`src/hdl/cdf_pkg.sv`:
```
// ----------------------------------------------------------------------------
// cdf_pkg
// Shared types, constants and the byte-wide CRC-32 update for the deframer.
// ----------------------------------------------------------------------------
package cdf_pkg;

   // sizes
   localparam int unsigned PAYLOAD_LIMIT = 512;
   localparam logic [15:0] PAYLOAD_LIMIT_W = 16'(PAYLOAD_LIMIT);
   localparam logic [10:0] POS_MAX = 11'h7FF;
   localparam int unsigned QUEUE_DEPTH = 3;
   localparam int unsigned CSR_INDEX_W = 3;
   localparam int unsigned CSR_DATA_W = 10;

   // crc
   localparam logic [31:0] CRC_POLY = 32'hEDB88320;
   localparam logic [31:0] CRC_INIT = 32'hFFFFFFFF;
   localparam logic [7:0] TR_CLEAR_MASK = 8'hDF;

   // register indexes
   localparam logic [CSR_INDEX_W-1:0] CFG_DATA_TYPE = 3'd0;
   localparam logic [CSR_INDEX_W-1:0] CFG_ACK_TYPE = 3'd1;
   localparam logic [CSR_INDEX_W-1:0] CFG_NACK_TYPE = 3'd2;
   localparam logic [CSR_INDEX_W-1:0] CFG_MAX_WINDOW = 3'd3;
   localparam logic [CSR_INDEX_W-1:0] CFG_MAX_PAYLOAD = 3'd4;

   // status codes
   localparam logic [2:0] ST_OK = 3'd0;
   localparam logic [2:0] ST_NO_HEADER = 3'd1;
   localparam logic [2:0] ST_SHORT = 3'd2;
   localparam logic [2:0] ST_BAD_TYPE = 3'd3;
   localparam logic [2:0] ST_BAD_WINDOW = 3'd4;
   localparam logic [2:0] ST_BAD_LENGTH = 3'd5;
   localparam logic [2:0] ST_CRC_ERROR = 3'd6;

   typedef struct packed {
      logic [1:0] data_type_code;
      logic [1:0] ack_type_code;
      logic [1:0] nack_type_code;
      logic [4:0] max_window;
      logic [9:0] max_payload;
   } cfg_type;

   typedef struct packed {
      logic [7:0] data_byte;
      logic       end_of_datagram;
   } item_type;

   typedef struct packed {
      logic        kind;
      logic [7:0]  payload_byte;
      logic [2:0]  status;
      logic [1:0]  packet_type;
      logic        truncated_flag;
      logic [4:0]  window_size;
      logic [9:0]  decoded_length;
      logic [7:0]  sequence_number;
      logic [31:0] time_stamp;
      logic [31:0] header_checksum;
   } result_type;

   // reflected crc-32, one byte
   function automatic logic [31:0] crc32_byte(input logic [31:0] crc, input logic [7:0] b);
      logic [31:0] c;
      c = crc ^ {24'd0, b};
      for (int i = 0; i < 8; i++) begin
         c = (c >> 1) ^ (CRC_POLY & {32{c[0]}});
      end
      return c;
   endfunction

endpackage

```
`src/hdl/cdf_if.sv`:
```
// ----------------------------------------------------------------------------
// cdf_if
// Valid/ready channels of the deframer: byte input, result output, csr write.
// ----------------------------------------------------------------------------
interface cdf_req_if;
   logic       valid;
   logic       ready;
   logic [7:0] data_byte;
   logic       end_of_datagram;

   modport source (output valid, output data_byte, output end_of_datagram, input ready);
   modport sink (input valid, input data_byte, input end_of_datagram, output ready);
endinterface

interface cdf_rsp_if;
   logic        valid;
   logic        ready;
   logic        kind;
   logic [7:0]  payload_byte;
   logic [2:0]  status;
   logic [1:0]  packet_type;
   logic        truncated_flag;
   logic [4:0]  window_size;
   logic [9:0]  decoded_length;
   logic [7:0]  sequence_number;
   logic [31:0] time_stamp;
   logic [31:0] header_checksum;

   modport source (output valid, output kind, output payload_byte, output status,
                   output packet_type, output truncated_flag, output window_size,
                   output decoded_length, output sequence_number, output time_stamp,
                   output header_checksum, input ready);
   modport sink (input valid, input kind, input payload_byte, input status,
                 input packet_type, input truncated_flag, input window_size,
                 input decoded_length, input sequence_number, input time_stamp,
                 input header_checksum, output ready);
endinterface

interface cdf_csr_if;
   import cdf_pkg::*;
   logic                   valid;
   logic                   ready;
   logic [CSR_INDEX_W-1:0] index;
   logic [CSR_DATA_W-1:0]  data;

   modport source (output valid, output index, output data, input ready);
   modport sink (input valid, input index, input data, output ready);
endinterface

```
`src/hdl/crc_checked_packet_deframer.sv`:
```
// ----------------------------------------------------------------------------
// crc_checked_packet_deframer
// Byte-stream datagram deframer with header and payload CRC-32 checks.
// ----------------------------------------------------------------------------
// One datagram byte is taken per cycle with no gaps needed between items or
// datagrams. While a byte sits in the input register the parser updates its
// header fields and the shared byte-wide CRC-32 unit, and any result is
// written into a three-entry result queue at the next edge; a result shows on
// rsp_ch when all results queued ahead of it have been taken. Payload bytes
// come out as kind 0 items while no error is recorded, and the last byte of a
// datagram yields one kind 1 summary. req_ch.ready drops only when the result
// queue is backed up. Configuration writes are taken every cycle and should
// only be made while no datagram is in progress. No clearing pass is needed
// after reset.
// ----------------------------------------------------------------------------
module crc_checked_packet_deframer (
   input  logic      clock,
   input  logic      reset,
   cdf_req_if.sink   req_ch,
   cdf_rsp_if.source rsp_ch,
   cdf_csr_if.sink   csr_ch
);
   import cdf_pkg::*;

   cfg_type    cfg;
   item_type   item;
   result_type res;
   logic       accept;
   logic       in_valid;
   logic       res_valid;
   logic       req_ready;

   assign req_ch.ready = req_ready;
   assign accept = req_ch.valid && req_ready;
   assign item.data_byte = req_ch.data_byte;
   assign item.end_of_datagram = req_ch.end_of_datagram;

   cdf_regs u_regs (
      .clock  (clock),
      .reset  (reset),
      .csr_ch (csr_ch),
      .cfg    (cfg)
   );

   cdf_parse u_parse (
      .clock     (clock),
      .reset     (reset),
      .accept    (accept),
      .item      (item),
      .cfg       (cfg),
      .in_valid  (in_valid),
      .res_valid (res_valid),
      .res       (res)
   );

   cdf_outq u_outq (
      .clock     (clock),
      .reset     (reset),
      .in_valid  (in_valid),
      .push      (res_valid),
      .push_data (res),
      .req_ready (req_ready),
      .rsp_ch    (rsp_ch)
   );

endmodule

```
`src/hdl/cdf_regs.sv`:
```
// ----------------------------------------------------------------------------
// cdf_regs
// Configuration registers written through the csr channel.
// ----------------------------------------------------------------------------
module cdf_regs (
   input  logic             clock,
   input  logic             reset,
   cdf_csr_if.sink          csr_ch,
   output cdf_pkg::cfg_type cfg
);
   import cdf_pkg::*;

   cfg_type cfg_ff;
   cfg_type cfg_in;

   assign csr_ch.ready = 1'b1;
   assign cfg = cfg_ff;

   always_comb begin
      cfg_in = cfg_ff;
      if (csr_ch.valid) begin
         case (csr_ch.index)
            CFG_DATA_TYPE:   cfg_in.data_type_code = csr_ch.data[1:0];
            CFG_ACK_TYPE:    cfg_in.ack_type_code = csr_ch.data[1:0];
            CFG_NACK_TYPE:   cfg_in.nack_type_code = csr_ch.data[1:0];
            CFG_MAX_WINDOW:  cfg_in.max_window = csr_ch.data[4:0];
            CFG_MAX_PAYLOAD: cfg_in.max_payload = csr_ch.data[9:0];
            default: ;
         endcase
      end
   end

   always_ff @(posedge clock) begin
      if (reset) begin
         cfg_ff.data_type_code <= 2'd1;
         cfg_ff.ack_type_code <= 2'd2;
         cfg_ff.nack_type_code <= 2'd3;
         cfg_ff.max_window <= 5'd31;
         cfg_ff.max_payload <= 10'd512;
      end else begin
         cfg_ff <= cfg_in;
      end
   end

endmodule

```
`src/hdl/cdf_parse.sv`:
```
// ----------------------------------------------------------------------------
// cdf_parse
// Input register and per-byte datagram parser with header and payload CRC.
// ----------------------------------------------------------------------------
module cdf_parse (
   input  logic                clock,
   input  logic                reset,
   input  logic                accept,
   input  cdf_pkg::item_type   item,
   input  cdf_pkg::cfg_type    cfg,
   output logic                in_valid,
   output logic                res_valid,
   output cdf_pkg::result_type res
);
   import cdf_pkg::*;

   logic        in_valid_ff;
   item_type    in_item_ff;

   logic [10:0] pos_ff, pos_in;
   logic [7:0]  fhb_ff, fhb_in;
   logic [15:0] len_ff, len_in;
   logic [7:0]  seq_ff, seq_in;
   logic [31:0] stamp_ff, stamp_in;
   logic [31:0] run_ff, run_in;
   logic [31:0] hdr_ff, hdr_in;
   logic [31:0] rcv_ff, rcv_in;
   logic [2:0]  err_ff, err_in;

   logic        fwd;

   assign in_valid = in_valid_ff;

   always_comb begin
      logic [7:0]  byte_v;
      logic        eod_v;
      logic [1:0]  pkt_type;
      logic        tr;
      logic [4:0]  win;
      logic        is_data;
      logic [10:0] hend;
      logic [10:0] q;
      logic [15:0] len;
      logic [16:0] len_ext;
      logic [16:0] q_ext;
      logic [1:0]  idx;
      logic [7:0]  crc_src;
      logic [31:0] crc_step;
      logic [11:0] n;
      logic [16:0] needed;
      logic [2:0]  st;
      logic [9:0]  plen;

      byte_v = in_item_ff.data_byte;
      eod_v = in_item_ff.end_of_datagram;

      fhb_in = (pos_ff == 11'd0) ? byte_v : fhb_ff;
      pkt_type = fhb_in[7:6];
      tr = fhb_in[5];
      win = fhb_in[4:0];
      is_data = (pkt_type == cfg.data_type_code);
      hend = is_data ? 11'd8 : 11'd6;

      err_in = err_ff;
      len_in = len_ff;
      seq_in = seq_ff;
      stamp_in = stamp_ff;
      run_in = run_ff;
      hdr_in = hdr_ff;
      rcv_in = rcv_ff;
      fwd = 1'b0;

      if (pos_ff == 11'd0) begin
         if (pkt_type != cfg.data_type_code && pkt_type != cfg.ack_type_code &&
             pkt_type != cfg.nack_type_code) begin
            err_in = ST_BAD_TYPE;
         end else if (win > cfg.max_window) begin
            err_in = ST_BAD_WINDOW;
         end
      end

      // big-endian length
      if (is_data && (pos_ff == 11'd1 || pos_ff == 11'd2)) begin
         len_in = {len_ff[7:0], byte_v};
         if (pos_ff == 11'd2 && err_in == ST_OK &&
             (len_in > {6'd0, cfg.max_payload} || len_in > PAYLOAD_LIMIT_W)) begin
            err_in = ST_BAD_LENGTH;
         end
      end
      len = is_data ? len_in : 16'd0;
      len_ext = {1'b0, len};

      if (pos_ff == (is_data ? 11'd3 : 11'd1)) begin
         seq_in = byte_v;
      end

      // timestamp, first byte lowest
      idx = is_data ? pos_ff[1:0] : pos_ff[1:0] + 2'd2;
      if (pos_ff >= (is_data ? 11'd4 : 11'd2) && pos_ff < hend) begin
         stamp_in = stamp_ff | ({24'd0, byte_v} << {idx, 3'b000});
      end

      // one crc unit serves header and payload
      crc_src = (pos_ff == 11'd0) ? (byte_v & TR_CLEAR_MASK) : byte_v;
      crc_step = crc32_byte(run_ff, crc_src);
      q = pos_ff - hend - 11'd4;
      q_ext = {6'd0, q};

      if (pos_ff < hend) begin
         if (pos_ff == hend - 11'd1) begin
            hdr_in = ~crc_step;
            run_in = CRC_INIT;
         end else begin
            run_in = crc_step;
         end
      end else if (pos_ff < hend + 11'd4) begin
         rcv_in = {rcv_ff[23:0], byte_v};
         if (pos_ff == hend + 11'd3 && err_in == ST_OK && rcv_in != hdr_ff) begin
            err_in = ST_CRC_ERROR;
         end
      end else if (q_ext < len_ext) begin
         fwd = (err_in == ST_OK);
         run_in = crc_step;
      end else if (len != 16'd0 && !tr && q_ext < len_ext + 17'd4) begin
         rcv_in = {rcv_ff[23:0], byte_v};
         if (q_ext == len_ext + 17'd3 && err_in == ST_OK && rcv_in != ~run_ff) begin
            err_in = ST_CRC_ERROR;
         end
      end

      pos_in = (pos_ff == POS_MAX) ? pos_ff : pos_ff + 11'd1;

      // summary
      n = {1'b0, pos_ff} + 12'd1;
      needed = {6'd0, hend} + 17'd4 + len_ext +
               ((len != 16'd0 && !tr) ? 17'd4 : 17'd0);
      if (n < 12'd7) begin
         st = ST_NO_HEADER;
      end else if (n < 12'd10) begin
         st = ST_SHORT;
      end else if (err_in != ST_OK) begin
         st = err_in;
      end else if ({5'd0, n} < needed) begin
         st = ST_SHORT;
      end else begin
         st = ST_OK;
      end
      if (is_data && n >= 12'd3) begin
         plen = (len > 16'd1023) ? 10'h3FF : len[9:0];
      end else begin
         plen = 10'd0;
      end

      res = '0;
      if (eod_v) begin
         res.kind = 1'b1;
         res.payload_byte = fwd ? byte_v : 8'd0;
         res.status = st;
         res.packet_type = pkt_type;
         res.truncated_flag = tr;
         res.window_size = win;
         res.decoded_length = plen;
         res.sequence_number = seq_in;
         res.time_stamp = stamp_in;
         res.header_checksum = hdr_in;
         // end of datagram clears the per-datagram state
         pos_in = 11'd0;
         fhb_in = 8'd0;
         len_in = 16'd0;
         seq_in = 8'd0;
         stamp_in = 32'd0;
         run_in = CRC_INIT;
         hdr_in = 32'd0;
         rcv_in = 32'd0;
         err_in = ST_OK;
      end else if (fwd) begin
         res.payload_byte = byte_v;
      end
      res_valid = in_valid_ff && (eod_v || fwd);
   end

   always_ff @(posedge clock) begin
      if (accept) begin
         in_item_ff <= item;
      end
   end

   always_ff @(posedge clock) begin
      if (reset) begin
         in_valid_ff <= 1'b0;
         pos_ff <= 11'd0;
         fhb_ff <= 8'd0;
         len_ff <= 16'd0;
         seq_ff <= 8'd0;
         stamp_ff <= 32'd0;
         run_ff <= CRC_INIT;
         hdr_ff <= 32'd0;
         rcv_ff <= 32'd0;
         err_ff <= ST_OK;
      end else begin
         in_valid_ff <= accept;
         if (in_valid_ff) begin
            pos_ff <= pos_in;
            fhb_ff <= fhb_in;
            len_ff <= len_in;
            seq_ff <= seq_in;
            stamp_ff <= stamp_in;
            run_ff <= run_in;
            hdr_ff <= hdr_in;
            rcv_ff <= rcv_in;
            err_ff <= err_in;
         end
      end
   end

   // a forwarded payload item only leaves while no error is recorded
   a_fwd_clean: assert property (@(posedge clock) disable iff (reset)
      (in_valid_ff && !in_item_ff.end_of_datagram && res_valid) |-> err_ff == ST_OK)
      else $error("payload item forwarded after an error");

   a_eod_clears: assert property (@(posedge clock) disable iff (reset)
      (in_valid_ff && in_item_ff.end_of_datagram) |=>
         (pos_ff == 11'd0 && run_ff == CRC_INIT && err_ff == ST_OK))
      else $error("datagram state not cleared after last byte");

   a_pos_moves: assert property (@(posedge clock) disable iff (reset)
      (in_valid_ff && !in_item_ff.end_of_datagram) |=> pos_ff != 11'd0)
      else $error("byte position did not advance");

endmodule

```
`src/hdl/cdf_outq.sv`:
```
// ----------------------------------------------------------------------------
// cdf_outq
// Small result queue that decouples the result channel from the input side.
// ----------------------------------------------------------------------------
module cdf_outq (
   input  logic                clock,
   input  logic                reset,
   input  logic                in_valid,
   input  logic                push,
   input  cdf_pkg::result_type push_data,
   output logic                req_ready,
   cdf_rsp_if.source           rsp_ch
);
   import cdf_pkg::*;

   localparam int unsigned CNT_W = $clog2(QUEUE_DEPTH + 1);
   localparam int unsigned PTR_W = $clog2(QUEUE_DEPTH);
   localparam logic [PTR_W-1:0] PTR_LAST = PTR_W'(QUEUE_DEPTH - 1);

   result_type           entry_ff [QUEUE_DEPTH];
   logic [CNT_W-1:0]     count_ff, count_in;
   logic [PTR_W-1:0]     head_ff, head_in;
   logic [PTR_W-1:0]     tail_ff, tail_in;
   logic                 pop;
   result_type           head_data;

   assign pop = rsp_ch.valid && rsp_ch.ready;
   assign head_data = entry_ff[head_ff];

   // an item still in the input register has a slot reserved
   assign req_ready = ((CNT_W+1)'(count_ff) + (CNT_W+1)'(in_valid)) <
                      (CNT_W+1)'(QUEUE_DEPTH);

   assign rsp_ch.valid = (count_ff != '0);
   assign rsp_ch.kind = head_data.kind;
   assign rsp_ch.payload_byte = head_data.payload_byte;
   assign rsp_ch.status = head_data.status;
   assign rsp_ch.packet_type = head_data.packet_type;
   assign rsp_ch.truncated_flag = head_data.truncated_flag;
   assign rsp_ch.window_size = head_data.window_size;
   assign rsp_ch.decoded_length = head_data.decoded_length;
   assign rsp_ch.sequence_number = head_data.sequence_number;
   assign rsp_ch.time_stamp = head_data.time_stamp;
   assign rsp_ch.header_checksum = head_data.header_checksum;

   always_comb begin
      head_in = head_ff;
      tail_in = tail_ff;
      count_in = count_ff;
      if (pop) begin
         head_in = (head_ff == PTR_LAST) ? '0 : head_ff + 1'b1;
      end
      if (push) begin
         tail_in = (tail_ff == PTR_LAST) ? '0 : tail_ff + 1'b1;
      end
      if (push && !pop) begin
         count_in = count_ff + 1'b1;
      end else if (pop && !push) begin
         count_in = count_ff - 1'b1;
      end
   end

   always_ff @(posedge clock) begin
      if (push) begin
         entry_ff[tail_ff] <= push_data;
      end
   end

   always_ff @(posedge clock) begin
      if (reset) begin
         count_ff <= '0;
         head_ff <= '0;
         tail_ff <= '0;
      end else begin
         count_ff <= count_in;
         head_ff <= head_in;
         tail_ff <= tail_in;
      end
   end

   a_no_overflow: assert property (@(posedge clock) disable iff (reset)
      push |-> (count_ff < CNT_W'(QUEUE_DEPTH)) || pop)
      else $error("result queue overflow");

endmodule

```
`src/flat_wrapper.sv`:
```
// flat-port wrapper written by rule: the top's interface ports become plain ports
module crc_checked_packet_deframer_flat import cdf_pkg::*;
  (clock, reset, req_ch_valid, req_ch_data_byte, req_ch_end_of_datagram, req_ch_ready, rsp_ch_valid, rsp_ch_kind, rsp_ch_payload_byte, rsp_ch_status, rsp_ch_packet_type, rsp_ch_truncated_flag, rsp_ch_window_size, rsp_ch_decoded_length, rsp_ch_sequence_number, rsp_ch_time_stamp, rsp_ch_header_checksum, rsp_ch_ready, csr_ch_valid, csr_ch_index, csr_ch_data, csr_ch_ready);
  cdf_req_if req_ch_i ();
  cdf_rsp_if rsp_ch_i ();
  cdf_csr_if csr_ch_i ();
  input  logic clock;
  input  logic reset;
  input wire logic [$bits(req_ch_i.valid)-1:0] req_ch_valid;
  input wire logic [$bits(req_ch_i.data_byte)-1:0] req_ch_data_byte;
  input wire logic [$bits(req_ch_i.end_of_datagram)-1:0] req_ch_end_of_datagram;
  output wire logic [$bits(req_ch_i.ready)-1:0] req_ch_ready;
  output wire logic [$bits(rsp_ch_i.valid)-1:0] rsp_ch_valid;
  output wire logic [$bits(rsp_ch_i.kind)-1:0] rsp_ch_kind;
  output wire logic [$bits(rsp_ch_i.payload_byte)-1:0] rsp_ch_payload_byte;
  output wire logic [$bits(rsp_ch_i.status)-1:0] rsp_ch_status;
  output wire logic [$bits(rsp_ch_i.packet_type)-1:0] rsp_ch_packet_type;
  output wire logic [$bits(rsp_ch_i.truncated_flag)-1:0] rsp_ch_truncated_flag;
  output wire logic [$bits(rsp_ch_i.window_size)-1:0] rsp_ch_window_size;
  output wire logic [$bits(rsp_ch_i.decoded_length)-1:0] rsp_ch_decoded_length;
  output wire logic [$bits(rsp_ch_i.sequence_number)-1:0] rsp_ch_sequence_number;
  output wire logic [$bits(rsp_ch_i.time_stamp)-1:0] rsp_ch_time_stamp;
  output wire logic [$bits(rsp_ch_i.header_checksum)-1:0] rsp_ch_header_checksum;
  input wire logic [$bits(rsp_ch_i.ready)-1:0] rsp_ch_ready;
  input wire logic [$bits(csr_ch_i.valid)-1:0] csr_ch_valid;
  input wire logic [$bits(csr_ch_i.index)-1:0] csr_ch_index;
  input wire logic [$bits(csr_ch_i.data)-1:0] csr_ch_data;
  output wire logic [$bits(csr_ch_i.ready)-1:0] csr_ch_ready;
  assign req_ch_i.valid = req_ch_valid;
  assign req_ch_i.data_byte = req_ch_data_byte;
  assign req_ch_i.end_of_datagram = req_ch_end_of_datagram;
  assign req_ch_ready = req_ch_i.ready;
  assign rsp_ch_valid = rsp_ch_i.valid;
  assign rsp_ch_kind = rsp_ch_i.kind;
  assign rsp_ch_payload_byte = rsp_ch_i.payload_byte;
  assign rsp_ch_status = rsp_ch_i.status;
  assign rsp_ch_packet_type = rsp_ch_i.packet_type;
  assign rsp_ch_truncated_flag = rsp_ch_i.truncated_flag;
  assign rsp_ch_window_size = rsp_ch_i.window_size;
  assign rsp_ch_decoded_length = rsp_ch_i.decoded_length;
  assign rsp_ch_sequence_number = rsp_ch_i.sequence_number;
  assign rsp_ch_time_stamp = rsp_ch_i.time_stamp;
  assign rsp_ch_header_checksum = rsp_ch_i.header_checksum;
  assign rsp_ch_i.ready = rsp_ch_ready;
  assign csr_ch_i.valid = csr_ch_valid;
  assign csr_ch_i.index = csr_ch_index;
  assign csr_ch_i.data = csr_ch_data;
  assign csr_ch_ready = csr_ch_i.ready;
  crc_checked_packet_deframer u_core (.clock(clock), .reset(reset), .req_ch(req_ch_i), .rsp_ch(rsp_ch_i), .csr_ch(csr_ch_i));
endmodule
```
`config.mk`:
```
export PLATFORM = sky130hd
export DESIGN_NAME = crc_checked_packet_deframer_flat
export DESIGN_NICKNAME = d
export VERILOG_FILES = /design/src/hdl/cdf_pkg.sv /design/src/hdl/cdf_if.sv /design/src/hdl/crc_checked_packet_deframer.sv /design/src/hdl/cdf_regs.sv /design/src/hdl/cdf_parse.sv /design/src/hdl/cdf_outq.sv /design/src/flat_wrapper.sv
export SDC_FILE = /design/constraint.sdc
export NUM_CORES = 1
export LEC_CHECK = 0
export BUFFER_PORTS_ARGS = -buffer_cell sky130_fd_sc_hd__buf_2
export CORE_ASPECT_RATIO = 0.6
export CORE_MARGIN = 3
export CORE_UTILIZATION = 40
export CTS_CLUSTER_DIAMETER = 40
export DETAILED_ROUTE_END_ITERATION = 8
export GPL_ROUTABILITY_DRIVEN = 0
export MAX_ROUTING_LAYER = met4
export PLACE_DENSITY_LB_ADDON = 0.08
export SETUP_SLACK_MARGIN = 0.15
export SYNTH_ARGS = -nofsm -noshare
export SYNTH_HDL_FRONTEND = slang
export SYNTH_SLANG_ARGS = --single-unit
```
`constraint.sdc`:
```
create_clock -name clock -period 12.8 [get_ports clock]
set_input_delay 2.56 -clock clock [delete_from_list [all_inputs] [get_ports clock]]
set_output_delay 2.56 -clock clock [all_outputs]
set_load 0.05 [all_outputs]
```
[After elaboration in Yosys (flattened, before gate mapping)]
Memories as Yosys holds them, arrays and structs flattened. A register that Yosys moved wholly into a read port is not among the register bits.
Index checks and enable logic that the tools add are counted.
Operators by class
  $add $sub $neg: 18
  shift-type cells: 1
  reduce and logical (&&, ||, !) cells: 42
  bitwise gates (word level): 12
  muxes and demuxes: 62
  eq/ne operators: 23
  $lt $le $gt $ge: 14
Operators by type and width (count)
  32-bit 2-to-1 mux: 10
  31-bit by 32-bit bitwise XOR with 32-bit output: 8
  24-bit 2-to-1 mux: 5
  93-bit 2-to-1 mux: 1
  32-bit inequality test: 2
  32-bit inverter: 2
  3-bit 2-to-1 mux: 17
  16-bit 2-to-1 mux: 3
  8-bit 2-to-1 mux: 5
  16-bit by 10-bit > comparator with 1-bit output, second input constant: 2
  32-bit OR: 1
  8-bit by 5-bit left shift with 32-bit output: 1
  32-bit by 8-bit bitwise XOR with 32-bit output: 1
  11-bit 2-to-1 mux: 2
  10-bit 2-to-1 mux: 2
  1-bit logical AND: 18
  2-bit 2-to-1 mux: 9
  16-bit by 2-bit adder with 17-bit output, second input constant: 1
  16-bit by 3-bit adder with 17-bit output, second input constant: 1
  17-bit by 3-bit adder with 17-bit output: 1
  5-bit by 16-bit adder with 17-bit output: 1
  11-bit by 17-bit == test with 1-bit output: 1
  11-bit by 17-bit < comparator with 1-bit output: 1
  12-bit by 17-bit < comparator with 1-bit output: 1
  other kinds (48): 76
Storage, ports and cells
  memories: 1
  bits in writable memories: 306
  output and inout port bits: 105
  word-level logic and storage cells: 193
  bits of input ports: 27
  register bits: 203
Memories
  u_core.u_outq.entry_ff: depth 3, bits a word 102, read ports 1, clocked after Yosys merged registers in 1, wr ports 1, RTL line cdf_outq.sv:20  | result_type entry_ff [QUEUE_DEPTH];

[Longest topological paths before layout]
  depth in word-level cells: 25
  mapped depth: 31
  gate-level depth less buffers: 28

[Cells and area by module]
A second synthesis with hierarchy kept.
Second synthesis, totals
  cells, all modules: 2411
  area total of the unflattened synthesis: 25552.0 µm²
Modules (own cells, without submodules)
  cdf_parse: cells an instance 1639, times used 1, sequential area each 3613.5 µm², area each 12929.9 µm²
  cdf_outq: cells an instance 681, times used 1, sequential area each 9349.0 µm², area each 11705.0 µm²
  cdf_regs: cells an instance 90, times used 1, sequential area each 420.4 µm², area each 910.9 µm²
  crc_checked_packet_deframer: cells an instance 1, times used 1, sequential area each 0.0 µm², area each 6.3 µm²

[Worst setup path before layout]
Ideal clock, no wire load.
  path type: register -> register
  start: register u_core.u_parse.pos_ff[0]
  end: register u_core.u_outq.tail_ff[1]
  buffers on the path: 3
  slack: -939 ps
  arrival: 13647 ps
  period minus slack after synthesis: 13739 ps
  setup time: 92 ps
  cell stages (with the launch flop): 23
  required time: 12708 ps
  cell sequence: dfxtp_1 -> inv_1 -> ha_1 -> nand4_1 -> mux2i_2 -> buf_4 -> buf_2 -> buf_1 -> ha_1 -> inv_1 -> ha_1 -> a211oi_1 -> o21ai_0 -> or3_1 -> xnor2_1 -> ha_1 -> o211a_1 -> a221o_1 -> o22ai_1 -> nor2b_1 -> o21ai_0 -> nor3b_1 -> o21ba_2
Between the ends
  word-level cells in the longest chain between the ends: 18
  elaborated cells on any way between the ends: 36
  those cells by class: add/sub: 3; order compare: 4; eq/ne: 6; mux: 12; reduce/logical: 11
Ends and longest elaborated chain
  from (decl): RTL line cdf_parse.sv:20  | logic [10:0] pos_ff, pos_in;
  from (signal assigned): RTL line cdf_parse.sv:203  | pos_ff <= pos_in;
  parallel branches: the longest is 15 deep, another holds 11-bit by 16-bit < comparator with 1-bit output
  1-bit 2-to-1 mux (*): RTL line cdf_parse.sv:109  | if (pos_ff < hend) begin
  1-bit logical OR (*): RTL line cdf_parse.sv:179  | res_valid = in_valid_ff && (eod_v || fwd);
  1-bit logical AND (*): RTL line cdf_parse.sv:179
  to (signal assigned): RTL line cdf_outq.sv:77  | tail_ff <= tail_in;
  to (decl): RTL line cdf_outq.sv:23  | logic [PTR_W-1:0] tail_ff, tail_in;
Mark *: on every way between the ends.
A chain may end at the register's enable or synchronous reset.

[Final worst setup path]
  start: register u_core.u_parse.pos_ff[0]
  end: memory u_core.u_outq.entry_ff[0][49] (netlist name), enable pin
Between the ends
  word-level cells in the longest chain between the ends: 20
  elaborated cells on any way between the ends: 38
  those cells by class: add/sub: 3; order compare: 4; eq/ne: 6; mux: 14; reduce/logical: 11
Ends and longest elaborated chain
  parallel branches: the longest is 15 deep, another holds 11-bit by 16-bit < comparator with 1-bit output
  1-bit 2-to-1 mux (*): RTL line cdf_parse.sv:109
  1-bit logical OR (*): RTL line cdf_parse.sv:179
  1-bit logical AND (*): RTL line cdf_parse.sv:179
  1-bit 2-to-1 mux (*): RTL line cdf_outq.sv:64  | if (push) begin
  1-bit 2-to-1 mux (implied by the code) (*): RTL line cdf_outq.sv:65  | entry_ff[tail_ff] <= push_data;
  to (decl): RTL line cdf_outq.sv:20
Marks and branches as above.

==> metrics <==
Die H=just over 200 microns; synthesized area=~0.025 sq mm; CTS Buf Count=a little under 60; Synth async-reset ratio=0; I/O Buffers=130; Clock power frac=0.349; leakage=approximately 10 nW; switching power=between 1.5 and 2 mW; drt pass-1 iters=6; WP data required=between 10 and 15 ns; clk buf depth=3; share of layout cells above drive strength 1=0.1229; gr usage total=0.2389; detailed-route via count=between 15000 and 20000; Total Negative Setup Slacks=0 ns; Distinct cells, synth=87; Max IR drop VDD=roughly 0.11 mV; CTS Sinks=511; Hold Worst Slack=about 0.46 ns; logic gate share of total power=0.283; largest net degree at the start of global routing=about 120; Resize count post-CTS=0; Startpoint Class=register; Power Density=approximately 170 mW/mm^2; switching share of power=0.3566; Ys Warns=0; area grow syn2layout=13.66%; clk_skew=about 0.025 ns; fmax=roughly 100 MHz; unrepaired setup endpoints after global routing=no; global route total overflow=0; Worst EP arrival=10.30 ns; number of synthesized flops with an enable pin=about 320; Critical Path Fanout Max=71; number of placement rows=70; Hold-fix buffers, CTS=0; Yosys reg bits=around 500; nets=approximately 2600; Clk Latency, worst-skew pair=roughly 0.64 ns; CTS tree=done; number of global-route vias before repair=around 17000; worst slew pin tran=1.162 ns; sequential power share=0.368; Rel. slew slack=0.2181; initial antenna violation count=1; crit path capture type=register; routed len/inst=approximately 23 microns; Hold Path Class=reg2reg; CTS root buf=clkbuf_16; most common flop cell mapped by yosys=edfxtp_1; total of max-cap violations=0; synth top area cells=edfxtp_1 (37%), dfxtp_1 (15%), mux2i_1 (5.5%), ha_1 (3.8%), nor2_1 (3.6%); critical path type=reg2reg; Hold Violations, Final=0; Int Pwr=3.232 mW; Iter 0 DRT Violations=roughly 1800; total die area=0.06660 sq mm; IO Pins=roughly 130; Starting Density=0.4104; Slew Viols, Final=0; Post-route DRC=0; CTS clk-pin slew, worst paths=about 0.060 ns; Final min period=10.03 ns; sequential share of the synthesized area=0.5273; Routed Antenna Nets=0; Synth top area share=0.3727; fin crit share=0.7840; top post-synthesis cells by count=edfxtp_1 (315), nor2_1 (241), nand2_1 (215); core footprint=about 0.062 sq mm; Chip Width=approximately 330 microns; H-tree levels=2; post-CTS setup buffer count=0; most numerous cell in the Yosys netlist=edfxtp_1; Avg Inst Size Synth=about 11 sq um; filler instances=roughly 5800; dpl hpwl=about 54000 microns; Total Wirelength=about 79000 microns; status=completed; first-pass GRT wire length=116200 microns; number of vias per cell=approximately 5.5; Final Setup Violations=0; synthesized instance count=2408; Yosys top cell by area=edfxtp_1
-- sequential cells by signal, indices dropped and copies added, names as in the netlist, named ones only --
name and flops:
u_core.u_parse.stamp_ff 32, u_core.u_parse.rcv_ff 24, u_core.u_parse.seq_ff 8, u_core.u_parse.in_valid 1, u_core.u_parse.pos_ff 11, u_core.u_parse.in_item_ff 9, u_core.u_parse.run_ff 32, u_core.u_regs.cfg 21
u_core.u_outq.tail_ff 2, u_core.u_outq.count_ff 2, u_core.u_parse.len_ff 16, u_core.u_outq.head_ff 2, u_core.u_outq.entry_ff 306, u_core.u_parse.fhb_ff 8, u_core.u_parse.err_ff 3, u_core.u_parse.hdr_ff 32
-- critical path: stages, from the launching register on --
cell and delay, ns:
dfxtp_1 0.43, inv_1 0.30, ha_1 0.38, nand4_1 0.71, mux2i_4 0.36, buf_4 0.44
inv_1 0.42, ha_1 0.44, inv_1 0.05, ha_1 0.34, o21ai_0 0.21, o21ai_0 0.15
or3_1 0.37, xnor2_1 0.48, ha_1 0.35, o211a_1 0.15, a221o_1 0.34, o22ai_1 0.44
nor2b_1 0.87, o21ai_0 0.55, or3_1 0.51, inv_4 0.74, buf_4 0.55
-- metal layers --
metal  track usage  routed length (microns)  up-vias
met1        0.3809                    39970     9108
met5             -                        0        -
met4       0.04475                     1100        0
met3       0.06500                     7620       74
met2        0.2946                    29930      667
li1              -                        -     8767
-- cell type report --
cell class | count | area [sq um] | area share
antenna | 3 | 7.507 | 0.0002603
inverter | 67 | 254.0 | 0.008806
multi-input combinational | 1674 | 11120 | 0.3854
tap | 828 | 1036 | 0.03592
sequential | 511 | 13390 | 0.4642
timing repair buffer | 176 | 998.5 | 0.03462
clock inverter | 34 | 460.4 | 0.01596
clock buffer | 76 | 1580 | 0.05479
-- per-stage QoR --
step / total power [mW] / worst slack [ns] / instances / utilization / instance area, sq um
2_1_floorplan: 2.841 / 2.824 / 2409 / - / 25390
3_3_place_gp: 3.288 / 3.131 / 3256 / 0.4333 / 26800
3_5_place_dp: 3.292 / 2.943 / 3256 / 0.4333 / 26800
6_report: 5.023 / 2.765 / 3369 / 0.4665 / 28840
4_1_cts: 5.049 / 2.930 / 3366 / 0.4664 / 28840
5_1_grt: 5.219 / 2.212 / 3366 / 0.4664 / 28840
-- power groups by stage --
stage	clock, mW	combinational (mW)	sequential, mW
finish	1.75	1.42	1.85
global route	1.86	1.51	1.85
CTS	1.79	1.41	1.85
detailed placement	0	1.41	1.88
global placement	0	1.41	1.88
floorplan	0	0.985	1.86
-- logic make-up after synthesis --
| kind of cell | after synthesis | share of synthesized area |
|---|---|---|
| and+or+nand+nor | 756 | 0.1429 |
| buffers and inverters | 224 | 0.03658 |
| DFF | 511 | 0.5273 |
| muxes | 149 | 0.05936 |
| other | 1 | 0.0001478 |
| AOI/OAI and AO/OA | 497 | 0.1272 |
| xor gates and xnor gates | 190 | 0.06616 |
| adders and majority gates | 80 | 0.04033 |
-- cell usage in the layout, fill, tap and decap left out, drive strengths merged, types with 10 or more instances in the layout --
master and count:
dfxtp 196, nor2 241, xnor2 103, a31oi 10, mux2i 140, inv 70, nand2 216, o21ai 140
or3 10, a211oi 11, o21bai 35, nand4 15, clkinv 20, clkbuf 76, nor2b 63, and3 33
buf 176, a22o 19, edfxtp 315, nor3 49, nor4 21, a21boi 18, xor2 86, a211o 10
nand3 31, and2 24, a22oi 61, ha 77, a21oi 124, nor3b 20
-- final timing paths --
path                                 start                       endpoint  slack (ns)  cells after the start
hold / removal        u_core.u_regs.cfg[4]           u_core.u_regs.cfg[4]        0.46                      2
setup reg to reg  u_core.u_parse.pos_ff[0]  u_core.u_outq.entry_ff[0][49]        2.77                     22
setup / recovery  u_core.u_parse.pos_ff[0]  u_core.u_outq.entry_ff[0][49]        2.77                     22
hold reg to reg       u_core.u_regs.cfg[4]           u_core.u_regs.cfg[4]        0.46                      2
Note: power is estimated with default switching activity, not from simulation.
